==> src/rtl/mtfo_pkg.sv <==
// Shared types and constants for the metering trimmed filter with overcurrent guard.
// Used by mtfo_window, mtfo_divider and the top level; depends on nothing else.
`default_nettype none

package mtfo_pkg;

    localparam int SAMPLE_W   = 16;
    localparam int WIN_LEN    = 6;
    localparam int WIN_IDX_W  = 3;
    localparam int BIT_CNT_W  = $clog2(SAMPLE_W);

    // Every unordered pair of window entries, first index below second.
    localparam int PAIR_N = WIN_LEN * (WIN_LEN - 1) / 2;
    localparam logic [WIN_IDX_W-1:0] PAIR_A [PAIR_N] = '{
        3'd0, 3'd0, 3'd0, 3'd0, 3'd0, 3'd1, 3'd1, 3'd1,
        3'd1, 3'd2, 3'd2, 3'd2, 3'd3, 3'd3, 3'd4
    };
    localparam logic [WIN_IDX_W-1:0] PAIR_B [PAIR_N] = '{
        3'd1, 3'd2, 3'd3, 3'd4, 3'd5, 3'd2, 3'd3, 3'd4,
        3'd5, 3'd3, 3'd4, 3'd5, 3'd4, 3'd5, 3'd5
    };

    localparam int MILLI      = 1000;
    localparam int AGREE_W    = 10;
    localparam int DIV_NUM_W  = SAMPLE_W + AGREE_W;
    localparam int DIV_CNT_W  = $clog2(DIV_NUM_W);
    localparam int CHECK_W    = DIV_NUM_W + 1;

    localparam int MARGIN_W   = 2;
    localparam int COUNT_W    = 5;

    localparam int CFG_ADDR_W = 5;
    localparam int CFG_DATA_W = 32;

    localparam logic [SAMPLE_W-1:0] LIMIT_RESET  = 16'd16000;
    localparam logic [SAMPLE_W-1:0] ALARM_RESET  = 16'd15300;
    localparam logic [MARGIN_W-1:0] MARGIN_RESET = 2'd2;
    localparam logic [COUNT_W-1:0]  NOTIFY_RESET = 5'd3;
    localparam logic [COUNT_W-1:0]  TRIP_RESET   = 5'd22;
    localparam logic [AGREE_W-1:0]  AGREE_RESET  = 10'd15;

    typedef enum logic [2:0] {
        REG_LIMIT  = 3'd0,
        REG_ALARM  = 3'd1,
        REG_MARGIN = 3'd2,
        REG_NOTIFY = 3'd3,
        REG_TRIP   = 3'd4,
        REG_AGREE  = 3'd5
    } cfg_reg_t;

    typedef enum logic [2:0] {
        ST_IDLE,
        ST_CMP,
        ST_SUM,
        ST_MUL,
        ST_DIV,
        ST_EST,
        ST_CHECK,
        ST_STRIKE
    } state_t;

    typedef struct packed {
        logic [SAMPLE_W-1:0] power_sample;
        logic [SAMPLE_W-1:0] voltage_sample;
        logic [SAMPLE_W-1:0] current_sample;
    } in_item_t;

    typedef struct packed {
        logic [SAMPLE_W-1:0] current_ma;
        logic [SAMPLE_W-1:0] voltage_dv;
        logic [SAMPLE_W-1:0] power_dw;
        logic                window_done;
        logic                notify_pulse;
        logic                trip_pulse;
    } out_item_t;

    typedef struct packed {
        logic                 wr_en;
        logic [WIN_IDX_W-1:0] slot;
        logic                 clr;
        logic                 cmp;
        logic                 sum;
    } win_ctrl_t;

endpackage

`default_nettype wire

==> src/rtl/mtfo_window.sv <==
// Six-entry sample window with a bit-serial rank sort and a bit-serial trimmed mean.
// Depends on mtfo_pkg; driven by the control sequencer in the top level.
`default_nettype none

module mtfo_window
    import mtfo_pkg::*;
(
    input  logic                clk,
    input  win_ctrl_t           ctrl,
    input  logic [SAMPLE_W-1:0] sample,
    output logic [SAMPLE_W-1:0] mean
);

    logic [SAMPLE_W-1:0]  win_reg [WIN_LEN];
    logic [PAIR_N-1:0]    dec_reg;
    logic [PAIR_N-1:0]    gt_reg;
    logic                 carry_reg;
    logic [SAMPLE_W-1:0]  acc_reg;

    logic [WIN_LEN-1:0]   msb_vec;
    logic [WIN_LEN-1:0]   lsb_vec;
    logic [WIN_IDX_W-1:0] rank [WIN_LEN];
    logic [WIN_LEN-1:0]   sel_lo;
    logic [WIN_LEN-1:0]   sel_hi;
    logic [1:0]           bit_sum;

    always_comb
    begin
        for (int k = 0; k < WIN_LEN; k++)
        begin
            msb_vec[k] = win_reg[k][SAMPLE_W-1];
            lsb_vec[k] = win_reg[k][0];
        end
    end

    // The rank of an entry counts the entries ahead of it in a stable ascending sort.
    always_comb
    begin
        for (int k = 0; k < WIN_LEN; k++)
        begin
            rank[k] = '0;
        end
        for (int p = 0; p < PAIR_N; p++)
        begin
            if (dec_reg[p] && gt_reg[p])
            begin
                rank[PAIR_A[p]] = rank[PAIR_A[p]] + 3'd1;
            end
            else
            begin
                rank[PAIR_B[p]] = rank[PAIR_B[p]] + 3'd1;
            end
        end
        for (int k = 0; k < WIN_LEN; k++)
        begin
            sel_lo[k] = (rank[k] == 3'd2);
            sel_hi[k] = (rank[k] == 3'd3);
        end
    end

    assign bit_sum = 2'(|(sel_lo & lsb_vec)) + 2'(|(sel_hi & lsb_vec)) + 2'(carry_reg);

    // The compare pass rotates MSB first, the sum pass rotates LSB first.
    always_ff @(posedge clk)
    begin
        if (ctrl.wr_en)
        begin
            win_reg[ctrl.slot] <= sample;
        end
        else if (ctrl.cmp)
        begin
            for (int k = 0; k < WIN_LEN; k++)
            begin
                win_reg[k] <= {win_reg[k][SAMPLE_W-2:0], win_reg[k][SAMPLE_W-1]};
            end
        end
        else if (ctrl.sum)
        begin
            for (int k = 0; k < WIN_LEN; k++)
            begin
                win_reg[k] <= {win_reg[k][0], win_reg[k][SAMPLE_W-1:1]};
            end
        end
    end

    always_ff @(posedge clk)
    begin
        if (ctrl.clr)
        begin
            dec_reg   <= '0;
            gt_reg    <= '0;
            carry_reg <= 1'b0;
        end
        else if (ctrl.cmp)
        begin
            for (int p = 0; p < PAIR_N; p++)
            begin
                if (!dec_reg[p] && (msb_vec[PAIR_A[p]] != msb_vec[PAIR_B[p]]))
                begin
                    dec_reg[p] <= 1'b1;
                    gt_reg[p]  <= msb_vec[PAIR_A[p]];
                end
            end
        end
        else if (ctrl.sum)
        begin
            carry_reg <= bit_sum[1];
            acc_reg   <= {bit_sum[0], acc_reg[SAMPLE_W-1:1]};
        end
    end

    // The final carry is bit 16 of the sum, so halving keeps it as the top bit.
    assign mean = {carry_reg, acc_reg[SAMPLE_W-1:1]};

endmodule

`default_nettype wire

==> src/rtl/mtfo_divider.sv <==
// Restoring divider that retires one quotient bit per cycle.
// Depends on mtfo_pkg; started by the top level for the power over voltage estimate.
`default_nettype none

module mtfo_divider
    import mtfo_pkg::*;
(
    input  logic                 clk,
    input  logic                 rst_n,
    input  logic                 start,
    input  logic [DIV_NUM_W-1:0] num,
    input  logic [SAMPLE_W-1:0]  den,
    output logic [DIV_NUM_W-1:0] quot,
    output logic                 done
);

    localparam logic [DIV_CNT_W-1:0] CNT_LAST = DIV_CNT_W'(DIV_NUM_W - 1);

    logic                 busy_reg;
    logic                 done_reg;
    logic [DIV_CNT_W-1:0] cnt_reg;
    logic [DIV_NUM_W-1:0] num_reg;
    logic [SAMPLE_W-1:0]  rem_reg;
    logic [SAMPLE_W-1:0]  den_reg;

    logic [SAMPLE_W:0]    trial;
    logic [SAMPLE_W:0]    trial_sub;
    logic                 trial_ge;
    logic [SAMPLE_W-1:0]  rem_next;
    logic [DIV_NUM_W-1:0] num_next;

    // A zero divisor makes every trial succeed, so the quotient comes out all ones.
    always_comb
    begin
        trial     = {rem_reg, num_reg[DIV_NUM_W-1]};
        trial_sub = trial - {1'b0, den_reg};
        trial_ge  = (trial >= {1'b0, den_reg});
        rem_next  = trial_ge ? trial_sub[SAMPLE_W-1:0] : trial[SAMPLE_W-1:0];
        num_next  = {num_reg[DIV_NUM_W-2:0], trial_ge};
    end

    always_ff @(posedge clk or negedge rst_n)
    begin
        if (!rst_n)
        begin
            busy_reg <= 1'b0;
            done_reg <= 1'b0;
            cnt_reg  <= '0;
        end
        else if (start)
        begin
            busy_reg <= 1'b1;
            done_reg <= 1'b0;
            cnt_reg  <= '0;
        end
        else if (busy_reg)
        begin
            cnt_reg  <= cnt_reg + 1'b1;
            busy_reg <= (cnt_reg != CNT_LAST);
            done_reg <= (cnt_reg == CNT_LAST);
        end
        else
        begin
            done_reg <= 1'b0;
        end
    end

    always_ff @(posedge clk)
    begin
        if (start)
        begin
            num_reg <= num;
            rem_reg <= '0;
            den_reg <= den;
        end
        else if (busy_reg)
        begin
            num_reg <= num_next;
            rem_reg <= rem_next;
        end
    end

    assign quot = num_reg;
    assign done = done_reg;

endmodule

`default_nettype wire

==> src/rtl/meter_trimmed_filter_overcurrent.sv <==
// Channel   Direction  Handshake              Beat contents
// in        input      in_valid / in_stall    in_item_t: power, voltage, current sample
// out       output     out_valid / out_stall  in order: current, voltage, power, flags
// apb       input      psel/penable, pready   six threshold and tolerance registers
//
// A sample that does not close a window goes from the idle state to the strike state,
// then into the output register. A sample that closes a window first passes through a
// bit-serial rank pass, a bit-serial sum pass and the 26-step divider.
// Reset clears the held values, strike counters and fill count; window entries start
// undefined. A stalled result stays in the output register while the next beat is taken.
//
// Top level: sequencer, cross-check, strike counters and register port.
// Depends on mtfo_pkg, mtfo_window and mtfo_divider.
`default_nettype none

module meter_trimmed_filter_overcurrent
    import mtfo_pkg::*;
(
    input  logic                  clk,
    input  logic                  rst_n,
    input  logic                  psel,
    input  logic                  penable,
    input  logic                  pwrite,
    input  logic [CFG_ADDR_W-1:0] paddr,
    input  logic [CFG_DATA_W-1:0] pwdata,
    output logic [CFG_DATA_W-1:0] prdata,
    output logic                  pready,
    input  logic                  in_valid,
    output logic                  in_stall,
    input  in_item_t              in_data,
    output logic                  out_valid,
    input  logic                  out_stall,
    output out_item_t             out_data
);

    localparam logic [WIN_IDX_W-1:0] SLOT_LAST = WIN_IDX_W'(WIN_LEN - 1);
    localparam logic [BIT_CNT_W-1:0] BIT_LAST  = BIT_CNT_W'(SAMPLE_W - 1);

    state_t               state_reg;
    state_t               state_next;

    logic [SAMPLE_W-1:0]  limit_reg;
    logic [SAMPLE_W-1:0]  alarm_reg;
    logic [MARGIN_W-1:0]  margin_reg;
    logic [COUNT_W-1:0]   notify_cnt_reg;
    logic [COUNT_W-1:0]   trip_cnt_reg;
    logic [AGREE_W-1:0]   agree_reg;

    logic [WIN_IDX_W-1:0] fill_reg;
    logic                 win_done_reg;
    logic [BIT_CNT_W-1:0] bit_cnt_reg;
    logic [SAMPLE_W-1:0]  held_current_reg;
    logic [SAMPLE_W-1:0]  held_voltage_reg;
    logic [SAMPLE_W-1:0]  held_power_reg;
    logic [SAMPLE_W-1:0]  prev_reg;
    logic [MARGIN_W-1:0]  limit_strikes_reg;
    logic [MARGIN_W-1:0]  limit_strikes_next;
    logic [COUNT_W-1:0]   alarm_strikes_reg;
    logic [COUNT_W-1:0]   alarm_strikes_next;
    logic                 out_valid_reg;
    out_item_t            out_reg;

    logic [SAMPLE_W-1:0]  est_reg;
    logic [SAMPLE_W-1:0]  diff_reg;
    logic [DIV_NUM_W-1:0] tol_reg;

    logic                 in_acc;
    logic                 last_slot;
    logic                 bit_last;
    logic                 cfg_wr;
    cfg_reg_t             cfg_idx;
    win_ctrl_t            win_ctrl;
    logic                 div_start;
    logic                 div_done;
    logic [DIV_NUM_W-1:0] div_num;
    logic [DIV_NUM_W-1:0] div_quot;
    logic                 out_load;

    logic [SAMPLE_W-1:0]  mean_p;
    logic [SAMPLE_W-1:0]  mean_v;
    logic [SAMPLE_W-1:0]  mean_c;

    logic [SAMPLE_W-1:0]  est_next;
    logic [CHECK_W-1:0]   tol_limit;
    logic                 agree_ok;
    logic [SAMPLE_W:0]    avg_sum;
    logic [SAMPLE_W-1:0]  check_res;

    logic [MARGIN_W:0]    lim_inc;
    logic [COUNT_W:0]     alarm_inc;
    logic                 notify;
    logic                 trip;
    logic [SAMPLE_W-1:0]  cur_after;

    assign in_acc    = in_valid && !in_stall;
    assign last_slot = (fill_reg == SLOT_LAST);
    assign bit_last  = (bit_cnt_reg == BIT_LAST);

    // ---------------- register port ----------------
    assign pready  = 1'b1;
    assign cfg_wr  = psel && penable && pwrite && pready;
    assign cfg_idx = cfg_reg_t'(paddr[CFG_ADDR_W-1:2]);

    always_comb
    begin
        prdata = '0;
        unique case (cfg_idx)
            REG_LIMIT:  prdata = CFG_DATA_W'(limit_reg);
            REG_ALARM:  prdata = CFG_DATA_W'(alarm_reg);
            REG_MARGIN: prdata = CFG_DATA_W'(margin_reg);
            REG_NOTIFY: prdata = CFG_DATA_W'(notify_cnt_reg);
            REG_TRIP:   prdata = CFG_DATA_W'(trip_cnt_reg);
            REG_AGREE:  prdata = CFG_DATA_W'(agree_reg);
            default:    prdata = '0;
        endcase
    end

    always_ff @(posedge clk or negedge rst_n)
    begin
        if (!rst_n)
        begin
            limit_reg      <= LIMIT_RESET;
            alarm_reg      <= ALARM_RESET;
            margin_reg     <= MARGIN_RESET;
            notify_cnt_reg <= NOTIFY_RESET;
            trip_cnt_reg   <= TRIP_RESET;
            agree_reg      <= AGREE_RESET;
        end
        else if (cfg_wr)
        begin
            unique case (cfg_idx)
                REG_LIMIT:  limit_reg      <= pwdata[SAMPLE_W-1:0];
                REG_ALARM:  alarm_reg      <= pwdata[SAMPLE_W-1:0];
                REG_MARGIN: margin_reg     <= pwdata[MARGIN_W-1:0];
                REG_NOTIFY: notify_cnt_reg <= pwdata[COUNT_W-1:0];
                REG_TRIP:   trip_cnt_reg   <= pwdata[COUNT_W-1:0];
                REG_AGREE:  agree_reg      <= pwdata[AGREE_W-1:0];
                default:    ;
            endcase
        end
    end

    // ---------------- sequencer ----------------
    always_comb
    begin
        state_next = state_reg;
        unique case (state_reg)
            ST_IDLE:
            begin
                if (in_acc)
                begin
                    state_next = last_slot ? ST_CMP : ST_STRIKE;
                end
            end
            ST_CMP:
            begin
                if (bit_last)
                begin
                    state_next = ST_SUM;
                end
            end
            ST_SUM:
            begin
                if (bit_last)
                begin
                    state_next = ST_MUL;
                end
            end
            ST_MUL:   state_next = ST_DIV;
            ST_DIV:
            begin
                if (div_done)
                begin
                    state_next = ST_EST;
                end
            end
            ST_EST:   state_next = ST_CHECK;
            ST_CHECK: state_next = ST_STRIKE;
            ST_STRIKE:
            begin
                if (out_load)
                begin
                    state_next = ST_IDLE;
                end
            end
            default:  state_next = ST_IDLE;
        endcase
    end

    always_comb
    begin
        win_ctrl  = '0;
        div_start = 1'b0;
        in_stall  = 1'b1;
        out_load  = 1'b0;
        unique case (state_reg)
            ST_IDLE:
            begin
                in_stall      = 1'b0;
                win_ctrl.wr_en = in_valid;
                win_ctrl.slot  = fill_reg;
                win_ctrl.clr   = in_valid && last_slot;
            end
            ST_CMP:    win_ctrl.cmp = 1'b1;
            ST_SUM:    win_ctrl.sum = 1'b1;
            ST_MUL:    div_start = 1'b1;
            ST_STRIKE: out_load = !out_valid_reg || !out_stall;
            default:   ;
        endcase
    end

    // ---------------- windows and divider ----------------
    mtfo_window u_power_win (
        .clk    (clk),
        .ctrl   (win_ctrl),
        .sample (in_data.power_sample),
        .mean   (mean_p)
    );

    mtfo_window u_voltage_win (
        .clk    (clk),
        .ctrl   (win_ctrl),
        .sample (in_data.voltage_sample),
        .mean   (mean_v)
    );

    mtfo_window u_current_win (
        .clk    (clk),
        .ctrl   (win_ctrl),
        .sample (in_data.current_sample),
        .mean   (mean_c)
    );

    assign div_num = DIV_NUM_W'(mean_p) * DIV_NUM_W'(MILLI);

    mtfo_divider u_divider (
        .clk   (clk),
        .rst_n (rst_n),
        .start (div_start),
        .num   (div_num),
        .den   (mean_v),
        .quot  (div_quot),
        .done  (div_done)
    );

    // ---------------- cross-check ----------------
    always_comb
    begin
        if ((mean_v == '0) || (div_quot[DIV_NUM_W-1:SAMPLE_W] != '0))
        begin
            est_next = '1;
        end
        else
        begin
            est_next = div_quot[SAMPLE_W-1:0];
        end
    end

    // diff < floor(tol / 1000) holds exactly when (diff + 1) * 1000 <= tol.
    always_comb
    begin
        tol_limit = CHECK_W'({1'b0, diff_reg} + 17'd1) * CHECK_W'(MILLI);
        agree_ok  = (CHECK_W'(tol_reg) >= tol_limit);
        avg_sum   = {1'b0, mean_c} + {1'b0, prev_reg};
        if (held_power_reg == '0)
        begin
            check_res = mean_c;
        end
        else if (agree_ok)
        begin
            check_res = avg_sum[SAMPLE_W:1];
        end
        else
        begin
            check_res = est_reg;
        end
    end

    always_ff @(posedge clk)
    begin
        if (state_reg == ST_DIV && div_done)
        begin
            est_reg <= est_next;
        end
        if (state_reg == ST_EST)
        begin
            diff_reg <= (est_reg >= mean_c) ? (est_reg - mean_c) : (mean_c - est_reg);
            tol_reg  <= DIV_NUM_W'(est_reg) * DIV_NUM_W'(agree_reg);
        end
    end

    // ---------------- strike counters ----------------
    always_comb
    begin
        lim_inc            = {1'b0, limit_strikes_reg} + 3'd1;
        alarm_inc          = {1'b0, alarm_strikes_reg} + 6'd1;
        notify             = 1'b0;
        trip               = 1'b0;
        cur_after          = held_current_reg;
        limit_strikes_next = limit_strikes_reg;
        alarm_strikes_next = alarm_strikes_reg;
        if (held_current_reg >= limit_reg)
        begin
            if (lim_inc > {1'b0, margin_reg})
            begin
                notify             = 1'b1;
                trip               = 1'b1;
                cur_after          = '0;
                limit_strikes_next = '0;
            end
            else
            begin
                limit_strikes_next = lim_inc[MARGIN_W-1:0];
            end
        end
        else if (held_current_reg >= alarm_reg)
        begin
            // The notify tick skips the trip check.
            if (alarm_inc == {1'b0, notify_cnt_reg})
            begin
                notify             = 1'b1;
                alarm_strikes_next = alarm_inc[COUNT_W-1:0];
            end
            else if (alarm_inc > {1'b0, trip_cnt_reg})
            begin
                trip               = 1'b1;
                cur_after          = '0;
                alarm_strikes_next = '0;
            end
            else
            begin
                alarm_strikes_next = alarm_inc[COUNT_W-1:0];
            end
        end
        else
        begin
            limit_strikes_next = '0;
            alarm_strikes_next = '0;
        end
    end

    // ---------------- state registers ----------------
    always_ff @(posedge clk or negedge rst_n)
    begin
        if (!rst_n)
        begin
            state_reg         <= ST_IDLE;
            fill_reg          <= '0;
            win_done_reg      <= 1'b0;
            bit_cnt_reg       <= '0;
            held_current_reg  <= '0;
            held_voltage_reg  <= '0;
            held_power_reg    <= '0;
            prev_reg          <= '0;
            limit_strikes_reg <= '0;
            alarm_strikes_reg <= '0;
            out_valid_reg     <= 1'b0;
        end
        else
        begin
            state_reg <= state_next;

            if (in_acc)
            begin
                fill_reg     <= last_slot ? '0 : fill_reg + 1'b1;
                win_done_reg <= last_slot;
            end

            if (state_reg == ST_CMP || state_reg == ST_SUM)
            begin
                bit_cnt_reg <= bit_cnt_reg + 1'b1;
            end
            else
            begin
                bit_cnt_reg <= '0;
            end

            if (state_reg == ST_MUL)
            begin
                held_power_reg   <= mean_p;
                held_voltage_reg <= mean_v;
            end

            if (state_reg == ST_CHECK)
            begin
                held_current_reg <= check_res;
                prev_reg         <= check_res;
            end
            else if (out_load)
            begin
                held_current_reg <= cur_after;
            end

            if (out_load)
            begin
                limit_strikes_reg <= limit_strikes_next;
                alarm_strikes_reg <= alarm_strikes_next;
                out_valid_reg     <= 1'b1;
            end
            else if (!out_stall)
            begin
                out_valid_reg <= 1'b0;
            end
        end
    end

    always_ff @(posedge clk)
    begin
        if (out_load)
        begin
            out_reg.current_ma   <= cur_after;
            out_reg.voltage_dv   <= held_voltage_reg;
            out_reg.power_dw     <= held_power_reg;
            out_reg.window_done  <= win_done_reg;
            out_reg.notify_pulse <= notify;
            out_reg.trip_pulse   <= trip;
        end
    end

    assign out_valid = out_valid_reg;
    assign out_data  = out_reg;

    // ---------------- assertions ----------------
    a_fill_range: assert property (@(posedge clk) disable iff (!rst_n)
        fill_reg <= SLOT_LAST)
        else $error("window fill count out of range");

    a_trip_zeroes: assert property (@(posedge clk) disable iff (!rst_n)
        (out_valid && out_data.trip_pulse) |-> (out_data.current_ma == '0))
        else $error("trip beat carries a nonzero current");

    a_div_in_state: assert property (@(posedge clk) disable iff (!rst_n)
        div_done |-> (state_reg == ST_DIV))
        else $error("divider finished outside its state");

    a_window_wrap: assert property (@(posedge clk) disable iff (!rst_n)
        (out_load && win_done_reg) |-> (fill_reg == '0))
        else $error("window completed without the fill count wrapping");

endmodule

`default_nettype wire

==> config.mk <==
export PLATFORM = sky130hd
export DESIGN_NAME = meter_trimmed_filter_overcurrent
export DESIGN_NICKNAME = d
export VERILOG_FILES = /design/src/rtl/mtfo_pkg.sv /design/src/rtl/mtfo_window.sv /design/src/rtl/mtfo_divider.sv /design/src/rtl/meter_trimmed_filter_overcurrent.sv
export SDC_FILE = /design/constraint.sdc
export NUM_CORES = 2
export LEC_CHECK = 0
export BUFFER_PORTS_ARGS = -buffer_cell sky130_fd_sc_hd__buf_2
export CAP_MARGIN = 10
export CORE_ASPECT_RATIO = 0.9
export CORE_MARGIN = 5
export CORE_UTILIZATION = 50
export DETAILED_ROUTE_END_ITERATION = 8
export GPL_ROUTABILITY_DRIVEN = 0
export GPL_TIMING_DRIVEN = 0
export PLACE_DENSITY = 0.67
export SETUP_SLACK_MARGIN = 0.02
export SYNTH_ARGS = -nofsm -noshare
export SYNTH_HDL_FRONTEND = slang
export SYNTH_SLANG_ARGS = --single-unit
==> constraint.sdc <==
create_clock -name clk -period 8.7 [get_ports clk]
set_clock_uncertainty 0.1 [all_clocks]
set_input_delay 1.74 -clock clk [delete_from_list [all_inputs] [get_ports clk]]
set_output_delay 1.74 -clock clk [all_outputs]
set_load 0.1 [all_outputs]
After elaboration in Yosys (flattened, before gate mapping)
Memory sizes are Yosys's and may differ from the RTL's.
Cells that the tools add are included.
{"block": "totals", "reg_bits": 452, "ram_bits": 288, "output_inout_bits": 86, "wordCells": 756, "mem_count": 3}
{"block": "classes", "addsub": 88, "mul": 3, "order_cmp": 7, "n_eq_ne": 105, "mux": 177, "n_bitwise": 27, "reduce_logical": 217}
{"memory": "u_current_win.win_reg", "words": 6, "word_bits": 16, "read_ports": 6, "rd_ports_with_merged_regs": 0, "write_ports": 6, "line": "mtfo_window.sv:14", "source": "logic [SAMPLE_W-1:0] win_reg [WIN_LEN];"}
{"memory": "u_power_win.win_reg", "words": 6, "word_bits": 16, "read_ports": 6, "rd_ports_with_merged_regs": 0, "write_ports": 6, "line": "mtfo_window.sv:14"}
{"memory": "u_voltage_win.win_reg", "words": 6, "word_bits": 16, "read_ports": 6, "rd_ports_with_merged_regs": 0, "write_ports": 6, "line": "mtfo_window.sv:14"}
{"cell": "16-bit two-way mux", "n": 32}
{"cell": "3-bit two-way mux", "n": 82}
{"cell": "3-bit by 1-bit adder with 3-bit output (second input constant)", "n": 55}
{"cell": "3-bit by 2-bit equality test with 1-bit output (second input constant)", "n": 40}
{"cell": "2-bit AND reduction", "n": 54}
{"cell": "16-bit case mux with 6 select lines", "n": 1}
{"cell": "1-bit logical AND", "n": 95}
{"cell": "26-bit two-way mux", "n": 2}
{"cell": "1-bit two-way mux", "n": 49}
{"cell": "16-bit >= comparator", "n": 3}
{"cell": "16-bit OR reduction", "n": 3}
{"cell": "16-bit subtractor", "n": 3}
{"cell": "1-bit zero test", "n": 47}
{"cell": "1-bit != test", "n": 45}
{"cell": "1-bit by 1-bit adder with 2-bit output (second input constant)", "n": 18}
{"cell": "6-bit bitwise AND", "n": 6}
{"cell": "6-bit OR reduction", "n": 6}
{"cell": "16-bit zero test", "n": 2}
{"cell": "5-bit two-way mux", "n": 6}
{"cell": "26-bit by 27-bit >= comparator with 1-bit output", "n": 1}
{"cell": "16-bit by 10-bit multiplier with 26-bit output", "n": 1}
{"cell": "17-bit by 7-bit multiplier with 24-bit output (second input constant)", "n": 1}
{"cell": "3-bit case mux with 8 select lines", "n": 1}
{"cell": "16-bit by 7-bit multiplier with 23-bit output (second input constant)", "n": 1}
{"cell": "other kinds (29)", "n": 70}

Depth between registers and ports, before layout
{"block": "logic_depth", "word_depth": 15, "depth_mapped": 34, "ltp_nobuf": 33}

By module
Synthesis repeated with hierarchy kept, for this count alone.
{"block": "hier_totals", "cells_unflattened": 4679, "hier_area_um2": 49621.3}
{"mod": "meter_trimmed_filter_overcurrent", "n_inst": 1, "cells_each": 2503, "area_each_um2": 24283.3, "seq_area_each_um2": 6731.5}
{"mod": "mtfo_window (u_current_win)", "n_inst": 1, "cells_each": 626, "area_each_um2": 7280.7, "seq_area_each_um2": 3953.8}
{"mod": "mtfo_window (u_voltage_win)", "n_inst": 1, "cells_each": 621, "area_each_um2": 7259.5, "seq_area_each_um2": 3953.8}
{"mod": "mtfo_window (u_power_win)", "n_inst": 1, "cells_each": 604, "area_each_um2": 7156.9, "seq_area_each_um2": 3953.8}
{"mod": "mtfo_divider", "n_inst": 1, "cells_each": 325, "area_each_um2": 3641.0, "seq_area_each_um2": 1756.7}

Least setup slack after synthesis
No wires, ideal clock.
{"block": "synth_timing", "kind": "flip-flop to flip-flop", "from": "register diff_reg[2]", "to": "register held_current_reg[11]", "setup_ns": 0.125, "t_arrival_ns": 6.915, "required_ns": 8.475, "setup_slack_ns": 1.560, "path_stages_with_launch": 30, "path_buffers": 1, "path_cell_list": "edfxtp_1 -> nand3_1 -> nor2_1 -> nand2_1 -> xnor2_1 -> xnor2_1 -> inv_1 -> ha_1 -> fa_1 -> fa_1 -> fa_1 -> ha_1 -> nand2_1 -> or2b_2 -> a21oi_1 -> nand2_1 -> a21oi_1 -> o21bai_1 -> a21oi_1 -> xor2_1 -> ha_1 -> a21o_1 -> a21oi_1 -> o21ai_0 -> a221o_1 -> o21a_1 -> o22ai_4 -> buf_12 -> mux2i_1 -> o21ai_1"}
{"block": "synth_between", "elab_chain_len": 6}
{"element": "start, declared", "line": "meter_trimmed_filter_overcurrent.sv:64", "source": "logic [SAMPLE_W-1:0] diff_reg;"}
{"element": "start signal, assigned", "line": "meter_trimmed_filter_overcurrent.sv:287", "source": "diff_reg <= (est_reg >= mean_c) ? (est_reg - mean_c) : (mean_c - est_reg);"}
{"element": "16-bit by 1-bit adder with 17-bit output", "line": "meter_trimmed_filter_overcurrent.sv:262", "source": "tol_limit = CHECK_W'({1'b0, diff_reg} + 17'd1) * CHECK_W'(MILLI);"}
{"element": "17-bit by 7-bit multiplier with 24-bit output", "line": "meter_trimmed_filter_overcurrent.sv:262"}
{"element": "26-bit by 27-bit >= comparator with 1-bit output", "line": "meter_trimmed_filter_overcurrent.sv:263", "source": "agree_ok = (CHECK_W'(tol_reg) >= tol_limit);"}
{"element": "16-bit two-way mux", "line": "meter_trimmed_filter_overcurrent.sv:269", "source": "else if (agree_ok)"}
{"element": "16-bit two-way mux", "line": "meter_trimmed_filter_overcurrent.sv:265", "source": "if (held_power_reg == '0)"}
{"element": "16-bit two-way mux", "line": "meter_trimmed_filter_overcurrent.sv:384", "source": "if (state_reg == ST_CHECK)"}
{"element": "end signal, assigned", "line": "meter_trimmed_filter_overcurrent.sv:386", "source": "held_current_reg <= check_res;"}
{"element": "end signal, assigned", "line": "meter_trimmed_filter_overcurrent.sv:391", "source": "held_current_reg <= cur_after;"}
{"element": "end, declared", "line": "meter_trimmed_filter_overcurrent.sv:52", "source": "logic [SAMPLE_W-1:0] held_current_reg;"}
Every way passes these cells.
A chain may end at the register's enable or synchronous reset.

Worst setup path after layout
{"block": "layout_timing", "from": "register diff_reg[2]", "to": "register held_current_reg[14]"}
The elaborated chain is that of the path after synthesis.

==> metrics.md <==
| Metric | Value |
|---|---|
| Run status | `finished clean` |
| Cell type with the largest total area after synthesis | `sky130_fd_sc_hd__edfxtp_1` |
| Measured slew at the worst slew-check pin | `between 1 and 1.5 ns` |
| Via Count | `roughly 36000` |
| Largest driver fanout on the critical path | `10` |
| Setup violations, final | `0` |
| Maximum single-stage delay on the critical path | `~0.57 ns` |
| Multi-input logic area | `~26000 um2` |
| Total global routing track utilization | `23.7%` |
| Number of max-slew violations in the final report | `0` |
| CTS sink cnt | `737` |
| Count leader, synth | `sky130_fd_sc_hd__nand2_1` |
| Total standard cell area after synthesis | `around 48000 um2` |
| Hold violation total from the final report | `0` |
| DR DRC count | `0` |
| Placement Cell Area | `between 50000 and 60000 um2` |
| Data required time of the worst path | `between 9 and 10 ns` |
| Total gr overflow | `0` |
| Wirelength, routed | `roughly 120 mm` |
| Critical Path Sink | `held_current_reg[14]` |
| Signal arrival time at the worst endpoint | `roughly 8.7 ns` |
| Place WS | `0.125 ns` |
| Kind of launch point of the worst setup path | `flip-flop` |
| Leading cell types by total area after synthesis | `sky130_fd_sc_hd__edfxtp_1 30%, sky130_fd_sc_hd__ha_1 9.5%, sky130_fd_sc_hd__fa_1 9.3%, sky130_fd_sc_hd__dfrtp_1 6.2%, sky130_fd_sc_hd__a221o_1 4.7%` |
| Detail Placement HPWL | `92.9 mm` |
| Pin count of the biggest net entering global routing | `97` |
| Grt met3 use | `between 3 and 4%` |
| Bufs on Longest Clock Path | `3` |
| Mean routed wirelength per cell | `20.0 um` |
| Antenna Cells | `0` |
| Worst setup slack after layout | `0.458 ns` |
| Startpoint of the most critical register-to-register path | `diff_reg[2]` |
| Number of synthesized flops with an enable pin | `just under 500` |
| Vertical extent of the die | `between 300 and 400 um` |
| Post-CTS clock slew at the launch and capture registers of the worst setup and hold paths | `around 0.060 ns` |
| Number of placement rows | `roughly 110` |
| Global-route wire length before repair | `196 mm` |
| Met2 Usage GRT | `36.7%` |
| Hold Startpoint | `held_voltage_reg[11]` |
| Max frequency | `121 MHz` |
| Number of max-capacitance violations reported | `0` |
| Worst setup path startpoint | `diff_reg[2]` |
| Fraction of layout instances using a drive strength above 1 | `under 10%` |
| Number of DRC violations after detailed-routing iteration 0 | `between 3000 and 4000` |
| Remaining antenna violation count after routing | `0` |
| Mean instance size in the synthesized netlist | `10.5 um2` |
| WHS | `~0.35 ns` |
| # nets final | `roughly 5600` |
| Number of ports placed on the die boundary | `around 180` |
| Setup TNS | `0 ns` |
| Number of buffers inserted during clock tree synthesis | `80` |
| Share of flip-flops with an asynchronous set or reset | `19.5%` |
| Area of the die | `between 100000 and 150000 um2` |
| Synthesis Warnings | `0` |
| Length in cells of the worst reg-to-reg path | `28` |
| Length of the first detailed-routing pass in iterations | `8` |
| Area of the placeable core | `between 90000 and 100000 um2` |
| Max transition margin | `just over 30%` |
| Final period utilization | `94.7%` |
| Commonest register cell after synthesis | `sky130_fd_sc_hd__edfxtp_1` |
| Clock latency reported for the late side of the worst-skew pair | `~0.67 ns` |
| Initial core utilization | `roughly half` |
| TritonCTS clock tree | `built` |
| Layout Area Growth over Synthesis | `11.6%` |
| Root Buffer Master | `sky130_fd_sc_hd__clkbuf_16` |
| Number of buffers inserted by port buffering | `141` |
| Finished Cell Area | `between 50000 and 60000 um2` |
| Yosys cell types | `98` |
| Initial antenna violation count | `1` |
| Top cell type's share of synthesized area | `~30%` |
| Cells after Synth | `4614` |
| Die X | `~340 um` |
| Via-to-Cell Ratio | `approximately 5.9` |
| Fill cells | `just over 8000` |
| M1 GR Usage | `35.5%` |
| Sequential standard cell area | `approximately 20000 um2` |
| Via count of the first global-routing pass | `35320` |
| Type of the tightest min-delay check | `flip-flop to flip-flop` |
| Library cell contributing the largest single delay on the critical path | `sky130_fd_sc_hd__edfxtp_1` |
| Crit path kind | `flip-flop to flip-flop` |
| Library cell appearing most often on the critical path | `sky130_fd_sc_hd__fa_1` |
| Deepest level of the CTS H-tree | `3` |
| Kind of capture point of the worst setup path | `flip-flop` |
| Capture instance of the worst register-to-register path | `held_current_reg[14]` |
| Shortest period the worst path allows | `roughly 8.2 ns` |
| Number of register bits inferred by synthesis | `737` |
| Commonest cells post-synth | `549 x sky130_fd_sc_hd__nand2_1, 481 x sky130_fd_sc_hd__edfxtp_1, 390 x sky130_fd_sc_hd__inv_1` |
| Slack of the worst reg-to-reg path | `~0.46 ns` |
| Sequential-to-total area share from yosys stat | `42.1%` |
| Global routing's busiest layer | `met2` |
| Unrepaired setup endpoints after global routing | `no` |
layout by cell type (no fill, tap or decap), types with 92 or more instances in the layout:
master	synthesis	final
sky130_fd_sc_hd__a21oi_1	229	228
sky130_fd_sc_hd__a221o_1	228	228
sky130_fd_sc_hd__and2_1	92	92
sky130_fd_sc_hd__buf_2	11	152
sky130_fd_sc_hd__clkbuf_1	191	208
sky130_fd_sc_hd__dfrtp_1	120	120
sky130_fd_sc_hd__dfxtp_1	112	112
sky130_fd_sc_hd__edfxtp_1	481	481
sky130_fd_sc_hd__fa_1	224	224
sky130_fd_sc_hd__ha_1	367	367
sky130_fd_sc_hd__inv_1	390	390
sky130_fd_sc_hd__nand2_1	549	549
sky130_fd_sc_hd__nand3_1	116	116
sky130_fd_sc_hd__nor2_1	215	215
sky130_fd_sc_hd__o21ai_0	252	248
sky130_fd_sc_hd__xnor2_1	122	115
sky130_fd_sc_hd__xor2_1	135	131
worst min path at each step:
stage,end,depth (start not counted)
3_5_place_dp,out_data[21],0
6_report,out_data[30],0
2_1_floorplan,out_data[19],0
4_1_cts,out_data[26],0
3_3_place_gp,out_data[19],0
5_1_grt,out_data[27],0
area by class of cell:
class,instances,area share [%]
clock inverters,34,0.815
repair buffers,156,1.85
clock buffers,115,4.30
flip-flops and latches,737,37.7
inverters,391,2.72
plain buffers,238,1.88
well taps,1265,2.94
multi-input cells,3263,47.8
through the flow:
stage	utilization, %	cells
finish	56.0	6199
global route	56.0	6199
CTS	55.9	6198
detailed placement	53.0	6049
global placement	52.7	6035
floorplan	-	4629
per-layer routing:
metal	wire length (um)	vias up	part of all wire (%)
met4	2670	2	2.1
met1	56700	18010	46
met2	55900	1165	45
met3	8840	182	7.1
li1	-	16942	-
met5	13	-	0.010
timing repair:
action	in CTS	in global routing
buffers inserted	0	0
endpoints found under the setup margin	0	32
hold endpoints to repair	0	0
gates resized for setup	0	17
hold buffers	0	0
cells by family (layout without fill, tap and decap cells):
group	Yosys count	after routing	share of synthesized area, %
buffers and inverters	629	934	5.13
AO/OA/AOI/OAI	1020	1020	14.7
other	2	17	0.0155
adder cells (fa/ha/maj)	592	592	18.8
flip-flops	737	737	42.1
multiplexers	109	109	2.52
AND/OR/NAND/NOR	1268	1268	12.1
XOR/XNOR	257	257	4.66
critical path: cells and delay by family (launching register included):
kind / cells / cell delay, ns
fa+ha+maj: 6 / 2.60
flops: 1 / 0.57
xor+xnor: 2 / 0.56
compound gates: 6 / 1.33
simple gates: 9 / 2.11
buf+inv: 4 / 0.51
mux: 1 / 0.30
Power is not shown: default switching activity piles up to over one toggle a cycle in this logic, so the estimate is an artifact.
